## config.mk

```make
export PLATFORM = sky130hd
export DESIGN_NAME = fragment_reassembly_tracker_flat
export DESIGN_NICKNAME = d
export VERILOG_FILES = /design/src/sv/frt_pkg.sv /design/src/sv/frt_if.sv /design/src/sv/fragment_reassembly_tracker.sv /design/src/flat_wrapper.sv
export SDC_FILE = /design/constraint.sdc
export NUM_CORES = 2
export LEC_CHECK = 0
export ABC_AREA = 1
export BUFFER_PORTS_ARGS = -buffer_cell sky130_fd_sc_hd__clkbuf_2
export CORE_UTILIZATION = 55
export DETAILED_ROUTE_END_ITERATION = 8
export PLACE_DENSITY = 0.71
export SLEW_MARGIN = 10
export SYNTH_ARGS = -nofsm -noshare
export SYNTH_HDL_FRONTEND = slang
export SYNTH_SLANG_ARGS = --single-unit
export TNS_END_PERCENT = 20
```

## constraint.sdc

```tcl
create_clock -name clk -period 30.2 [get_ports clk]
set_input_delay 9.06 -clock clk [delete_from_list [all_inputs] [get_ports clk]]
set_output_delay 9.06 -clock clk [all_outputs]
set_load 0.05 [all_outputs]
```

## src/sv/frt_pkg.sv

```systemverilog
`timescale 1ns / 1ps
package frt_pkg;
    localparam int PENDING_SLOTS_DEF = 8;
    localparam int MAX_FRAGMENTS_DEF = 64;
    localparam int HEADER_BYTES = 14;
    localparam logic [31:0] MAGIC_RESET = 32'h5353_4852;
    localparam logic [15:0] TIMEOUT_RESET = 16'd500;
    localparam int MAX_OUT = 8;

    typedef enum logic [1:0] {
        REG_ENABLE  = 2'd0,
        REG_MAGIC   = 2'd1,
        REG_TIMEOUT = 2'd2
    } reg_idx_t;

    typedef enum logic [3:0] {
        ST_STORED    = 4'd0,
        ST_DUP       = 4'd1,
        ST_COMPLETE  = 4'd2,
        ST_NOT_RX    = 4'd3,
        ST_SHORT     = 4'd4,
        ST_BAD_MAGIC = 4'd5,
        ST_ZERO_TOT  = 4'd6,
        ST_IDX_RANGE = 4'd7,
        ST_BAD_PAY   = 4'd8,
        ST_TOO_MANY  = 4'd9,
        ST_FULL      = 4'd10,
        ST_EXPIRED   = 4'd11,
        ST_SWEEP_NONE = 4'd12,
        ST_RESTART   = 4'd13
    } status_t;

    typedef enum logic [2:0] {
        S_IDLE,
        S_SCAN,
        S_UPDATE,
        S_SWEEP,
        S_OUT
    } fsm_t;

    typedef struct packed {
        logic        kind;
        logic [15:0] datagram_length;
        logic [31:0] magic_word;
        logic [31:0] frame_number;
        logic [15:0] fragment_index;
        logic [15:0] fragment_total;
        logic [15:0] payload_bytes;
        logic [31:0] now_ms;
    } in_item_t;

    typedef struct packed {
        logic [3:0]  status;
        logic [2:0]  slot_index;
        logic [31:0] frame_out;
        logic [15:0] fragment_out;
        logic [15:0] total_out;
        logic [6:0]  received_count;
        logic        last;
    } out_item_t;
endpackage

```

## src/sv/frt_if.sv

```systemverilog
`timescale 1ns / 1ps
interface frt_in_if;
    logic               valid;
    logic               ready;
    frt_pkg::in_item_t  data;
    modport source (output valid, output data, input ready);
    modport sink (input valid, input data, output ready);
endinterface

interface frt_out_if;
    logic               valid;
    logic               ready;
    frt_pkg::out_item_t data;
    modport source (output valid, output data, input ready);
    modport sink (input valid, input data, output ready);
endinterface

```

## src/sv/fragment_reassembly_tracker.sv

```systemverilog
`timescale 1ns / 1ps
// Fragment reassembly tracker.
// Input channel "in" carries a datagram header (kind 0) or a sweep request
// (kind 1); output channel "out" carries one result per header and one to
// eight results per sweep, the final one marked by last.
// Slot state (frame id, total, first-seen time, bitmap, count) lives in a
// one-port synchronous memory with a registered read; valid bits are
// flip-flops. A header is scanned one slot per cycle for a match, then the
// chosen slot is read, modified and written back.
// A refused header or an early sweep has its result registered from the checks
// made in S_SCAN or S_SWEEP; an accepted header goes through the serial slot
// scan in S_SCAN, then read-modify-write in S_UPDATE. A sweep walks all slots,
// one memory read per cycle while out is free, and holds each eviction until
// the next one is found or the walk ends.
// One item is in flight at a time; in is ready only when idle.
// Reset empties the table at once through the valid bits; no clearing pass.
// A write to receive_enable also empties the table and sweep history.
// When out stalls, the result register holds and the walk waits for it.
module fragment_reassembly_tracker #(
    parameter int PENDING_SLOTS = frt_pkg::PENDING_SLOTS_DEF,
    parameter int MAX_FRAGMENTS = frt_pkg::MAX_FRAGMENTS_DEF
) (
    input  logic        clk,
    input  logic        rst_n,
    input  logic        cfg_we,
    input  logic [1:0]  cfg_index,
    input  logic [31:0] cfg_data,
    frt_in_if.sink      in,
    frt_out_if.source   out
);
    import frt_pkg::*;

    localparam int SW = (PENDING_SLOTS > 1) ? $clog2(PENDING_SLOTS) : 1;
    localparam int CW = $clog2(PENDING_SLOTS + 1);

    typedef struct packed {
        logic [31:0] frame;
        logic [6:0]  total;
        logic [31:0] first;
        logic [63:0] bitmap;
        logic [6:0]  count;
    } slot_t;

    slot_t mem [PENDING_SLOTS];
    slot_t rd_reg;
    logic  mem_we;
    logic [SW-1:0] mem_addr;
    slot_t wr_data;

    always_ff @(posedge clk)
    begin
        if (mem_we)
            mem[mem_addr] <= wr_data;
        rd_reg <= mem[mem_addr];
    end

    logic enable_reg;
    logic [31:0] magic_reg;
    logic [15:0] timeout_reg;
    logic [PENDING_SLOTS-1:0] valid_reg, valid_next;
    logic [31:0] last_sweep_reg, last_sweep_next;
    logic swept_reg, swept_next;

    fsm_t state_reg, state_next;
    in_item_t item_reg, item_next;
    logic [CW-1:0] cnt_reg, cnt_next;
    logic [SW-1:0] sel_reg, sel_next;
    logic hit_reg, hit_next, free_reg, free_next;
    logic rdv_reg, rdv_next;
    logic [3:0] nev_reg, nev_next;
    logic done_reg, done_next;
    out_item_t res_reg, res_next;
    out_item_t pend_reg, pend_next;
    logic ov_reg, ov_next;

    always_ff @(posedge clk or negedge rst_n)
    begin
        if (!rst_n)
        begin
            enable_reg  <= 1'b0;
            magic_reg   <= MAGIC_RESET;
            timeout_reg <= TIMEOUT_RESET;
        end
        else if (cfg_we)
        begin
            case (reg_idx_t'(cfg_index))
                REG_ENABLE:  enable_reg  <= cfg_data[0];
                REG_MAGIC:   magic_reg   <= cfg_data;
                REG_TIMEOUT: timeout_reg <= cfg_data[15:0];
                default: ;
            endcase
        end
    end

    always_ff @(posedge clk or negedge rst_n)
    begin
        if (!rst_n)
        begin
            state_reg      <= S_IDLE;
            valid_reg      <= '0;
            last_sweep_reg <= '0;
            swept_reg      <= 1'b0;
            ov_reg         <= 1'b0;
            cnt_reg        <= '0;
            rdv_reg        <= 1'b0;
            nev_reg        <= '0;
            hit_reg        <= 1'b0;
            free_reg       <= 1'b0;
            done_reg       <= 1'b0;
        end
        else
        begin
            state_reg      <= state_next;
            valid_reg      <= valid_next;
            last_sweep_reg <= last_sweep_next;
            swept_reg      <= swept_next;
            ov_reg         <= ov_next;
            cnt_reg        <= cnt_next;
            rdv_reg        <= rdv_next;
            nev_reg        <= nev_next;
            hit_reg        <= hit_next;
            free_reg       <= free_next;
            done_reg       <= done_next;
        end
    end

    always_ff @(posedge clk)
    begin
        item_reg <= item_next;
        sel_reg  <= sel_next;
        res_reg  <= res_next;
        pend_reg <= pend_next;
    end

    assign in.ready  = (state_reg == S_IDLE) && !ov_reg;
    assign out.valid = ov_reg;
    assign out.data  = res_reg;

    logic [SW-1:0] rd_slot_reg;
    always_ff @(posedge clk)
    begin
        rd_slot_reg <= mem_addr;
    end

    logic [16:0] pay_sum;
    logic [31:0] age;
    logic [63:0] bit_mask;
    slot_t cur;
    logic [6:0] new_count;
    logic [6:0] tot7;
    logic out_free;
    logic [CW-1:0] cnt_inc;

    always_comb
    begin
        state_next      = state_reg;
        item_next       = item_reg;
        cnt_next        = cnt_reg;
        sel_next        = sel_reg;
        hit_next        = hit_reg;
        free_next       = free_reg;
        rdv_next        = 1'b0;
        nev_next        = nev_reg;
        done_next       = done_reg;
        res_next        = res_reg;
        pend_next       = pend_reg;
        ov_next         = ov_reg;
        valid_next      = valid_reg;
        last_sweep_next = last_sweep_reg;
        swept_next      = swept_reg;
        mem_we          = 1'b0;
        mem_addr        = cnt_reg[SW-1:0];
        wr_data         = rd_reg;
        pay_sum         = 17'(HEADER_BYTES) + {1'b0, item_reg.payload_bytes};
        age             = item_reg.now_ms - rd_reg.first;
        bit_mask        = 64'd1 << item_reg.fragment_index[5:0];
        cur             = rd_reg;
        new_count       = '0;
        tot7            = item_reg.fragment_total[6:0];
        cnt_inc         = cnt_reg + CW'(1);
        out_free        = !ov_reg || out.ready;

        if (ov_reg && out.ready)
            ov_next = 1'b0;

        if (cfg_we && reg_idx_t'(cfg_index) == REG_ENABLE)
        begin
            valid_next      = '0;
            last_sweep_next = '0;
            swept_next      = 1'b0;
        end

        case (state_reg)
            S_IDLE:
            begin
                if (in.valid && in.ready)
                begin
                    item_next = in.data;
                    cnt_next  = '0;
                    hit_next  = 1'b0;
                    free_next = 1'b0;
                    nev_next  = '0;
                    done_next = 1'b0;
                    state_next = in.data.kind ? S_SWEEP : S_SCAN;
                end
            end
            S_SCAN:
            begin
                // checks first, then one memory read per slot
                res_next = '{status: ST_STORED, slot_index: '0,
                             frame_out: item_reg.frame_number,
                             fragment_out: item_reg.fragment_index,
                             total_out: item_reg.fragment_total,
                             received_count: '0, last: 1'b1};
                if (!enable_reg || item_reg.datagram_length < 16'(HEADER_BYTES))
                begin
                    res_next.status = enable_reg ? ST_SHORT : ST_NOT_RX;
                    res_next.frame_out = '0;
                    res_next.fragment_out = '0;
                    res_next.total_out = '0;
                    ov_next = 1'b1;
                    state_next = S_OUT;
                end
                else if (item_reg.magic_word != magic_reg)
                begin
                    res_next.status = ST_BAD_MAGIC; ov_next = 1'b1; state_next = S_OUT;
                end
                else if (item_reg.fragment_total == '0)
                begin
                    res_next.status = ST_ZERO_TOT; ov_next = 1'b1; state_next = S_OUT;
                end
                else if (item_reg.fragment_index >= item_reg.fragment_total)
                begin
                    res_next.status = ST_IDX_RANGE; ov_next = 1'b1; state_next = S_OUT;
                end
                else if (item_reg.payload_bytes == '0 ||
                         pay_sum > {1'b0, item_reg.datagram_length})
                begin
                    res_next.status = ST_BAD_PAY; ov_next = 1'b1; state_next = S_OUT;
                end
                else if (item_reg.fragment_total > 16'(MAX_FRAGMENTS))
                begin
                    res_next.status = ST_TOO_MANY; ov_next = 1'b1; state_next = S_OUT;
                end
                else
                begin
                    res_next = res_reg;
                    // evaluate previous read, issue next
                    if (rdv_reg && !hit_reg && valid_reg[rd_slot_reg] &&
                        rd_reg.frame == item_reg.frame_number)
                    begin
                        hit_next = 1'b1;
                        sel_next = rd_slot_reg;
                    end
                    if (!hit_reg && !hit_next && cnt_reg < CW'(PENDING_SLOTS))
                    begin
                        if (!free_reg && !valid_reg[cnt_reg[SW-1:0]])
                        begin
                            free_next = 1'b1;
                            sel_next  = cnt_reg[SW-1:0];
                        end
                        mem_addr = cnt_reg[SW-1:0];
                        rdv_next = 1'b1;
                        cnt_next = cnt_inc;
                    end
                    else if (!rdv_reg || hit_next || hit_reg)
                    begin
                        if (hit_next || hit_reg || free_reg)
                        begin
                            mem_addr   = sel_next;
                            state_next = S_UPDATE;
                            done_next  = 1'b0;
                        end
                        else
                        begin
                            res_next = '{status: ST_FULL, slot_index: '0,
                                         frame_out: item_reg.frame_number,
                                         fragment_out: item_reg.fragment_index,
                                         total_out: item_reg.fragment_total,
                                         received_count: '0, last: 1'b1};
                            ov_next = 1'b1;
                            state_next = S_OUT;
                        end
                    end
                end
            end
            S_UPDATE:
            begin
                // rd_reg holds the chosen slot read in the cycle before
                mem_addr = sel_reg;
                if (!done_reg)
                begin
                    done_next = 1'b1;
                end
                else
                begin
                    res_next = '{status: ST_STORED,
                                 slot_index: 3'(sel_reg),
                                 frame_out: item_reg.frame_number,
                                 fragment_out: item_reg.fragment_index,
                                 total_out: item_reg.fragment_total,
                                 received_count: '0, last: 1'b1};
                    if (!hit_reg)
                    begin
                        cur = '{frame: item_reg.frame_number, total: tot7,
                                first: item_reg.now_ms, bitmap: '0, count: '0};
                    end
                    else if (rd_reg.total != tot7)
                    begin
                        cur.total = tot7;
                        cur.first = item_reg.now_ms;
                        cur.bitmap = '0;
                        cur.count = '0;
                        res_next.status = ST_RESTART;
                    end
                    if ((cur.bitmap & bit_mask) != '0)
                    begin
                        res_next.status = ST_DUP;
                        res_next.received_count = cur.count;
                    end
                    else
                    begin
                        new_count = cur.count + 7'd1;
                        cur.bitmap = cur.bitmap | bit_mask;
                        cur.count = new_count;
                        res_next.received_count = new_count;
                        valid_next[sel_reg] = 1'b1;
                        if (new_count == cur.total)
                        begin
                            res_next.status = ST_COMPLETE;
                            valid_next[sel_reg] = 1'b0;
                        end
                        wr_data = cur;
                        mem_we  = 1'b1;
                    end
                    ov_next = 1'b1;
                    state_next = S_OUT;
                end
            end
            S_SWEEP:
            begin
                res_next = '{status: ST_SWEEP_NONE, slot_index: '0, frame_out: '0,
                             fragment_out: '0, total_out: '0,
                             received_count: '0, last: 1'b1};
                if (!enable_reg)
                begin
                    res_next.status = ST_NOT_RX; ov_next = 1'b1; state_next = S_OUT;
                end
                else if (!done_reg && swept_reg &&
                         (item_reg.now_ms - last_sweep_reg) <= {16'd0, timeout_reg})
                begin
                    ov_next = 1'b1; state_next = S_OUT;
                end
                else if (out_free)
                begin
                    if (!done_reg)
                    begin
                        done_next = 1'b1;
                        last_sweep_next = item_reg.now_ms;
                        swept_next = 1'b1;
                    end
                    res_next = res_reg;
                    if (rdv_reg && valid_reg[rd_slot_reg] &&
                        age > {16'd0, timeout_reg} && nev_reg < 4'(MAX_OUT))
                    begin
                        // hold this eviction until the next one or the walk end
                        if (nev_reg != '0)
                        begin
                            res_next = pend_reg;
                            ov_next = 1'b1;
                        end
                        pend_next = '{status: ST_EXPIRED, slot_index: 3'(rd_slot_reg),
                                      frame_out: rd_reg.frame, fragment_out: '0,
                                      total_out: {9'd0, rd_reg.total},
                                      received_count: rd_reg.count, last: 1'b0};
                        nev_next = nev_reg + 4'd1;
                        valid_next[rd_slot_reg] = 1'b0;
                    end
                    if (cnt_reg < CW'(PENDING_SLOTS))
                    begin
                        mem_addr = cnt_reg[SW-1:0];
                        rdv_next = 1'b1;
                        cnt_next = cnt_inc;
                    end
                    else if (!rdv_reg)
                    begin
                        // walk over: close out with a last marker
                        res_next = '{status: ST_SWEEP_NONE, slot_index: '0,
                                     frame_out: '0, fragment_out: '0,
                                     total_out: '0, received_count: '0,
                                     last: 1'b1};
                        if (nev_reg != '0)
                        begin
                            res_next = pend_reg;
                            res_next.last = 1'b1;
                        end
                        ov_next = 1'b1;
                        state_next = S_OUT;
                    end
                end
                else
                begin
                    res_next = res_reg;
                    // hold the pending read by re-reading same slot
                    if (rdv_reg)
                    begin
                        mem_addr = rd_slot_reg;
                        rdv_next = 1'b1;
                    end
                end
            end
            S_OUT:
            begin
                if (!ov_reg || out.ready)
                    state_next = S_IDLE;
            end
            default: state_next = S_IDLE;
        endcase
    end

    a_ready_idle: assert property (@(posedge clk) disable iff (!rst_n)
        in.ready |-> state_reg == S_IDLE)
        else $error("ready outside idle");
    a_hold: assert property (@(posedge clk) disable iff (!rst_n)
        (out.valid && !out.ready) |=> out.valid && $stable(out.data))
        else $error("result dropped under stall");
    a_one_item: assert property (@(posedge clk) disable iff (!rst_n)
        (in.valid && in.ready) |=> !in.ready)
        else $error("second item taken while busy");
endmodule

```

## src/flat_wrapper.sv

```systemverilog
// flat-port wrapper written by rule: the top's interface ports become plain ports
module fragment_reassembly_tracker_flat import frt_pkg::*;
#(
    parameter int PENDING_SLOTS = frt_pkg::PENDING_SLOTS_DEF,
    parameter int MAX_FRAGMENTS = frt_pkg::MAX_FRAGMENTS_DEF
)
  (clk, rst_n, cfg_we, cfg_index, cfg_data, in_valid, in_data, in_ready, out_valid, out_data, out_ready);
  frt_in_if in_i ();
  frt_out_if out_i ();
  input  logic clk;
  input  logic rst_n;
  input  logic cfg_we;
  input  logic [1:0] cfg_index;
  input  logic [31:0] cfg_data;
  input wire logic [$bits(in_i.valid)-1:0] in_valid;
  input wire logic [$bits(in_i.data)-1:0] in_data;
  output wire logic [$bits(in_i.ready)-1:0] in_ready;
  output wire logic [$bits(out_i.valid)-1:0] out_valid;
  output wire logic [$bits(out_i.data)-1:0] out_data;
  input wire logic [$bits(out_i.ready)-1:0] out_ready;
  assign in_i.valid = in_valid;
  assign in_i.data = in_data;
  assign in_ready = in_i.ready;
  assign out_valid = out_i.valid;
  assign out_data = out_i.data;
  assign out_i.ready = out_ready;
  fragment_reassembly_tracker #(.PENDING_SLOTS(PENDING_SLOTS), .MAX_FRAGMENTS(MAX_FRAGMENTS)) u_core (.clk(clk), .rst_n(rst_n), .cfg_we(cfg_we), .cfg_index(cfg_index), .cfg_data(cfg_data), .in(in_i), .out(out_i));
endmodule
```

**Word level (Yosys, flattened, before mapping)**

Memories as Yosys holds them, arrays and structs flattened. A register that Yosys moved wholly into a read port is not among the register bits.
Cells that the tools add are included.

- Bits in registers: 400
- Memory bits (writable): 1136
- Word-level logic and storage cells: 360
- Memories: 1

Memory list:

| memory | words | width | read ports | clocked after Yosys merged registers in | wr ports | line | source |
|---|---|---|---|---|---|---|---|
| u_core.mem | 8 | 142 | 1 | 1 | 1 | fragment_reassembly_tracker.sv:44 | `slot_t mem [PENDING_SLOTS];` |

- Add/subtract/negate cells: 6
- Order comparisons: 13
- Equal/unequal tests: 35
- Shifts and indexed selects: 1
- Multiplexer cells: 200
- Bitwise logic cells: 14
- Reduce and logical (&&, ||, !) cells: 56

Operators by type and width:

| cell | number |
|---|---|
| two-way mux 79 bit | 10 |
| two-way mux 75 bit | 6 |
| two-way mux 110 bit | 4 |
| two-way mux 142 bit | 3 |
| case mux 79 bit (3 select lines) | 1 |
| two-way mux 32 bit | 7 |
| two-way mux 4 bit | 27 |
| two-way mux 3 bit | 35 |
| two-way mux 1 bit | 80 |
| two-way mux 78 bit | 1 |
| two-way mux 8 bit | 9 |
| bitwise AND 64 bit | 1 |
| two-way mux 64 bit | 1 |
| bitwise OR 64 bit | 1 |
| nonzero test 64 bit | 1 |
| left shift 1 x 6 -> 64 bit, first input constant | 1 |
| subtractor 32 bit | 2 |
| == test 32 bit | 1 |
| greater-than comparator 32 x 16 -> 1 bit | 1 |
| less-or-equal comparator 32 x 16 -> 1 bit | 1 |
| zero test 16 bit | 2 |
| != test 32 bit | 1 |
| != test 2 x 1 -> 1 bit, second input constant | 10 |
| != test 2 bit, second input constant | 9 |
| other kinds (52) | 110 |

**Depth between registers and ports, before layout**

- Depth after elaboration: 24
- Mapped depth: 36

**Worst setup path before layout**

No wires, ideal clock.

- Path kind: input-to-reg
- From: in out_ready
- To: mem u_core.mem[4][0] (netlist bit) (enable)
- Setup time: 648 ps
- Arrival time: 16532 ps
- Required time: 29552 ps
- Slack: 13020 ps
- Cell stages on the path: 13
- Cells stage by stage: nor2_1 > inv_1 > nor2_1 > nand3_2 > nand2_1 > nand3_1 > nand2_2 > nand2_4 > nor2_8 > buf_6 > buf_4 > inv_1 > nor2_1

- Cells in the longest elaborated chain, start to end: 5

RTL lines:

| item | line | source |
|---|---|---|
| start: declaration | flat_wrapper.sv:20 | `input wire logic [$bits(out_i.ready)-1:0] out_ready;` |
| logical OR 1 bit | fragment_reassembly_tracker.sv:181 | `out_free = !ov_reg \|\| out.ready;` |
| two-way mux 3 bit | fragment_reassembly_tracker.sv:354 | `else if (out_free)` |
| two-way mux 3 bit | fragment_reassembly_tracker.sv:349 | `else if (!done_reg && swept_reg &&` |
| two-way mux 3 bit | fragment_reassembly_tracker.sv:345 | `if (!enable_reg)` |
| case mux 3 bit (3 select lines) | fragment_reassembly_tracker.sv:193 | `case (state_reg)` |
| end: declaration | fragment_reassembly_tracker.sv:44 |  |

Every way passes these cells.

**Worst setup path after layout**

- From: in out_ready
- To: mem u_core.mem[6][120] (netlist bit) (enable)

Same word-level chain as after synthesis.

==> impl_metrics.ini <==
[floorplanning]
pin_count = 281
die_x_um = 376.6
start_util_pct = 55.38
core-area_um2 = 139400
rows = 137
die-area_um2 = 141800
fp.dieH_um = 376.6

[cts]
cts_tree = built
root_buffer = clkbuf_16
htree_levels = 4
cts_setup_buffers = 0
clkSinkCount = 1678
cts-buffers-inserted = 173
post_cts_resized = 0
clk_latency_ns = 0.81
path_clk_slew_ns = 0.06
cts_hold_buffers = 0
cts_buffer_depth = 3

[logic_synthesis]
synth_compound_area_share_pct = 3.948
synthesis.nets = 8378
synthSimpleGateAreaFrac_pct = 23.43
synth_top_cell_area_share_pct = 55.53
synth_area_um2 = 77170
synthMuxAreaShare_pct = 0.1897
synth-main-ff-cell = edfxtp_1
synth_xor_area_share_pct = 1.135
yosysUniqueCellTypes = 62
synthTopCellsByArea = edfxtp_1, nand2_1, nand3_1
synth.most_common_cell = nand2_1
yosysWarnings = 0
synth_edf_count = 1427
ys_seq_area_share_pct = 62.76
synthTopCellsByCount = nand2_1, edfxtp_1, nand3_1
postSynthCellCount = 8045
yosys_register_bits = 1678
synth.avg_cell_area_um2 = 9.592
synth_top_area_cell = edfxtp_1
synth_top_family_by_area = simple AND/OR/NAND/NOR gates
async_flop_share_pct = 6.317
synthAdderAreaFrac_pct = 2.176

[global_route]
grt_pass1_vias = 54120
grt_usage_pct = 28.10
grt_max_degree = 225
antenna_found_initial = 2
grt_pass1_wl_um = 308400
grt_overflow = 0

[place]
place_hpwl_um = 115500
gp_congestion = 0.9360
io_buffers = 280
placed_cell_area_um2 = 79820

[setup_path]
required_ns = 30.62
crit_top_cell = buf_4
startpoint_type = input port
cp_max_fo = 224
cp.arrival_ns = 15.47
path_depth = 14
cp_top_family = buffers and inverters
worstPathBufferInverterCount = 6
rrSetupSlack_ns = 20.92
crit_type = in2reg
reg2reg_depth = 31
path_cells = clkbuf_2 > nor2_1 > inv_1 > nor2_1 > nand4_1 > nand3_1 > nand2_4 > nand2_4 > buf_12 > nand2_1 > nor2_4 > buf_4 > buf_4 > buf_4
slowest_delay_ns = 0.84
cp_slowest_cell = buf_4
setup.worst_path.end_class = register

[route]
met1_length_um = 84550
wire_per_inst_um = 19.77
ant_nets = 0
dr.pass1.iters = 6
routed.top_layer = met4
routed-wl-met3_um = 18400
drc = 0
num_vias = 56820
met2_length_um = 93350
vias_per_cell = 5.561
wl_um = 202000
initialDrtViolationCount = 5677

[run]
drv_cap = 0

[timing]
rsz0062_at_grt = false
hold_viol_final = 0
fin_crit_ns = 15.05
post-route-period-util_pct = 49.84
maxSlewHeadroom_pct = 13.60
tightest_slew_ns = 1.296
clock_skew_ns = 0.04054
final-setup-viol-count = 0
setup_tns_ns = 0
fmax_mhz = 66.44
whs_ns = 0.4383
drv_slew = 0

[final_layout]
largest_reg_flops = 1136
stdcell_area_um2 = 85550
syn2layout_area_growth_pct = 10.86
final.fill_count = 11250
drive_above_1_share_pct = 8.873
nets = 8521

[min_path]
min_path_type = reg2reg
hold_depth = 0

[power_and_ir_drop]
p_leak_uw = 0.03687
peakVddDrop_mv = 0.1947
p_per_area_nw_per_um2 = 110.6

[status]
status = finished, final reports clean
[cell families after synthesis]
group | Yosys count
AO/OA/AOI/OAI | 547
XOR/XNOR | 100
adder cells (fa/ha/maj) | 133
buffers and inverters | 1192
flip-flops | 1678
multiplexers | 13
AND/OR/NAND/NOR | 4382
[metal layers]
metal | GRT usage (%) | vias up
met5 | 0 | -
met4 | 9.633 | 0
met3 | 4.572 | 351
met2 | 44.76 | 2496
met1 | 39.25 | 27040
li1 | - | 26930
[worst paths after layout]
| path | startpoint | to |
|---|---|---|
| max reg2reg | u_core.item_reg[0] | u_core.mem[6][120] |
| max | out_ready | u_core.mem[6][120] |
| min | u_core.rd_reg[6] | u_core.pend_reg[7] |
| max in group asynchronous | rst_n | u_core.valid_reg[2] |
| min in group asynchronous | rst_n | u_core.magic_reg[10] |
| min reg2reg | u_core.rd_reg[6] | u_core.pend_reg[7] |
[placed cells by master (no fill, tap or decap), types with 13 or more instances in the layout]
master,Yosys,routed
dfxtp_1,145,145
ha_1,131,131
edfxtp_1,1427,1427
nand4_1,105,105
nand2_1,3039,3034
clkbuf_8,0,19
a21oi_1,170,170
o21ai_0,218,217
o22ai_1,76,76
inv_2,62,62
dfstp_2,19,19
clkbuf_2,0,279
buf_4,44,54
clkinv_2,0,24
xor2_1,69,69
clkbuf_16,0,175
mux2_2,13,13
xnor2_1,31,31
nor2_1,302,290
clkbuf_1,126,60
nor3_1,30,30
dfrtp_1,87,87
o21ai_1,12,13
clkinv_1,8,26
nand3_1,831,827
nor4_1,21,21
inv_1,747,744
[area by class of cell]
class	count	area, um2	share of cell area, %
multi-input combinational	5175	23980	28.03
timing repair buffer	342	1982	2.317
clock buffer	254	4866	5.688
clock inverter	73	865.8	1.012
antenna	1	2.502	0.002925
inverter	818	3082	3.602
sequential	1678	48430	56.61
tap	1876	2347	2.744
[worst reg2reg max path: cells and delay by family, from the launching register on]
family / cells / cell delay, ns
flops: 1 / 0.32
buf+inv: 8 / 3.33
simple gates: 17 / 3.77
xor+xnor: 1 / 0.24
compound gates: 2 / 0.26
fa+ha+maj: 3 / 0.95
[power by group]
| part | switching (uW) | internal (uW) | total [uW] |
|---|---|---|---|
| logic | 2900 | 1050 | 3950 |
| registers | 203 | 3170 | 3370 |
| clock network | 907 | 1230 | 2140 |
| total | 4010 | 5450 | 9460 |
[stage by stage]
step	util (%)	setup WS (ns)	std cells	total power, uW
after floorplan	-	13.02	8045	6264
after global placement	57.28	14.37	9889	7217
after detailed placement	57.28	14.37	9889	7300
after CTS	61.39	15.20	10220	9446
after global routing	61.39	14.82	10220	10060
final	61.39	15.15	10220	9462
Power figures use the tool's default switching activity.
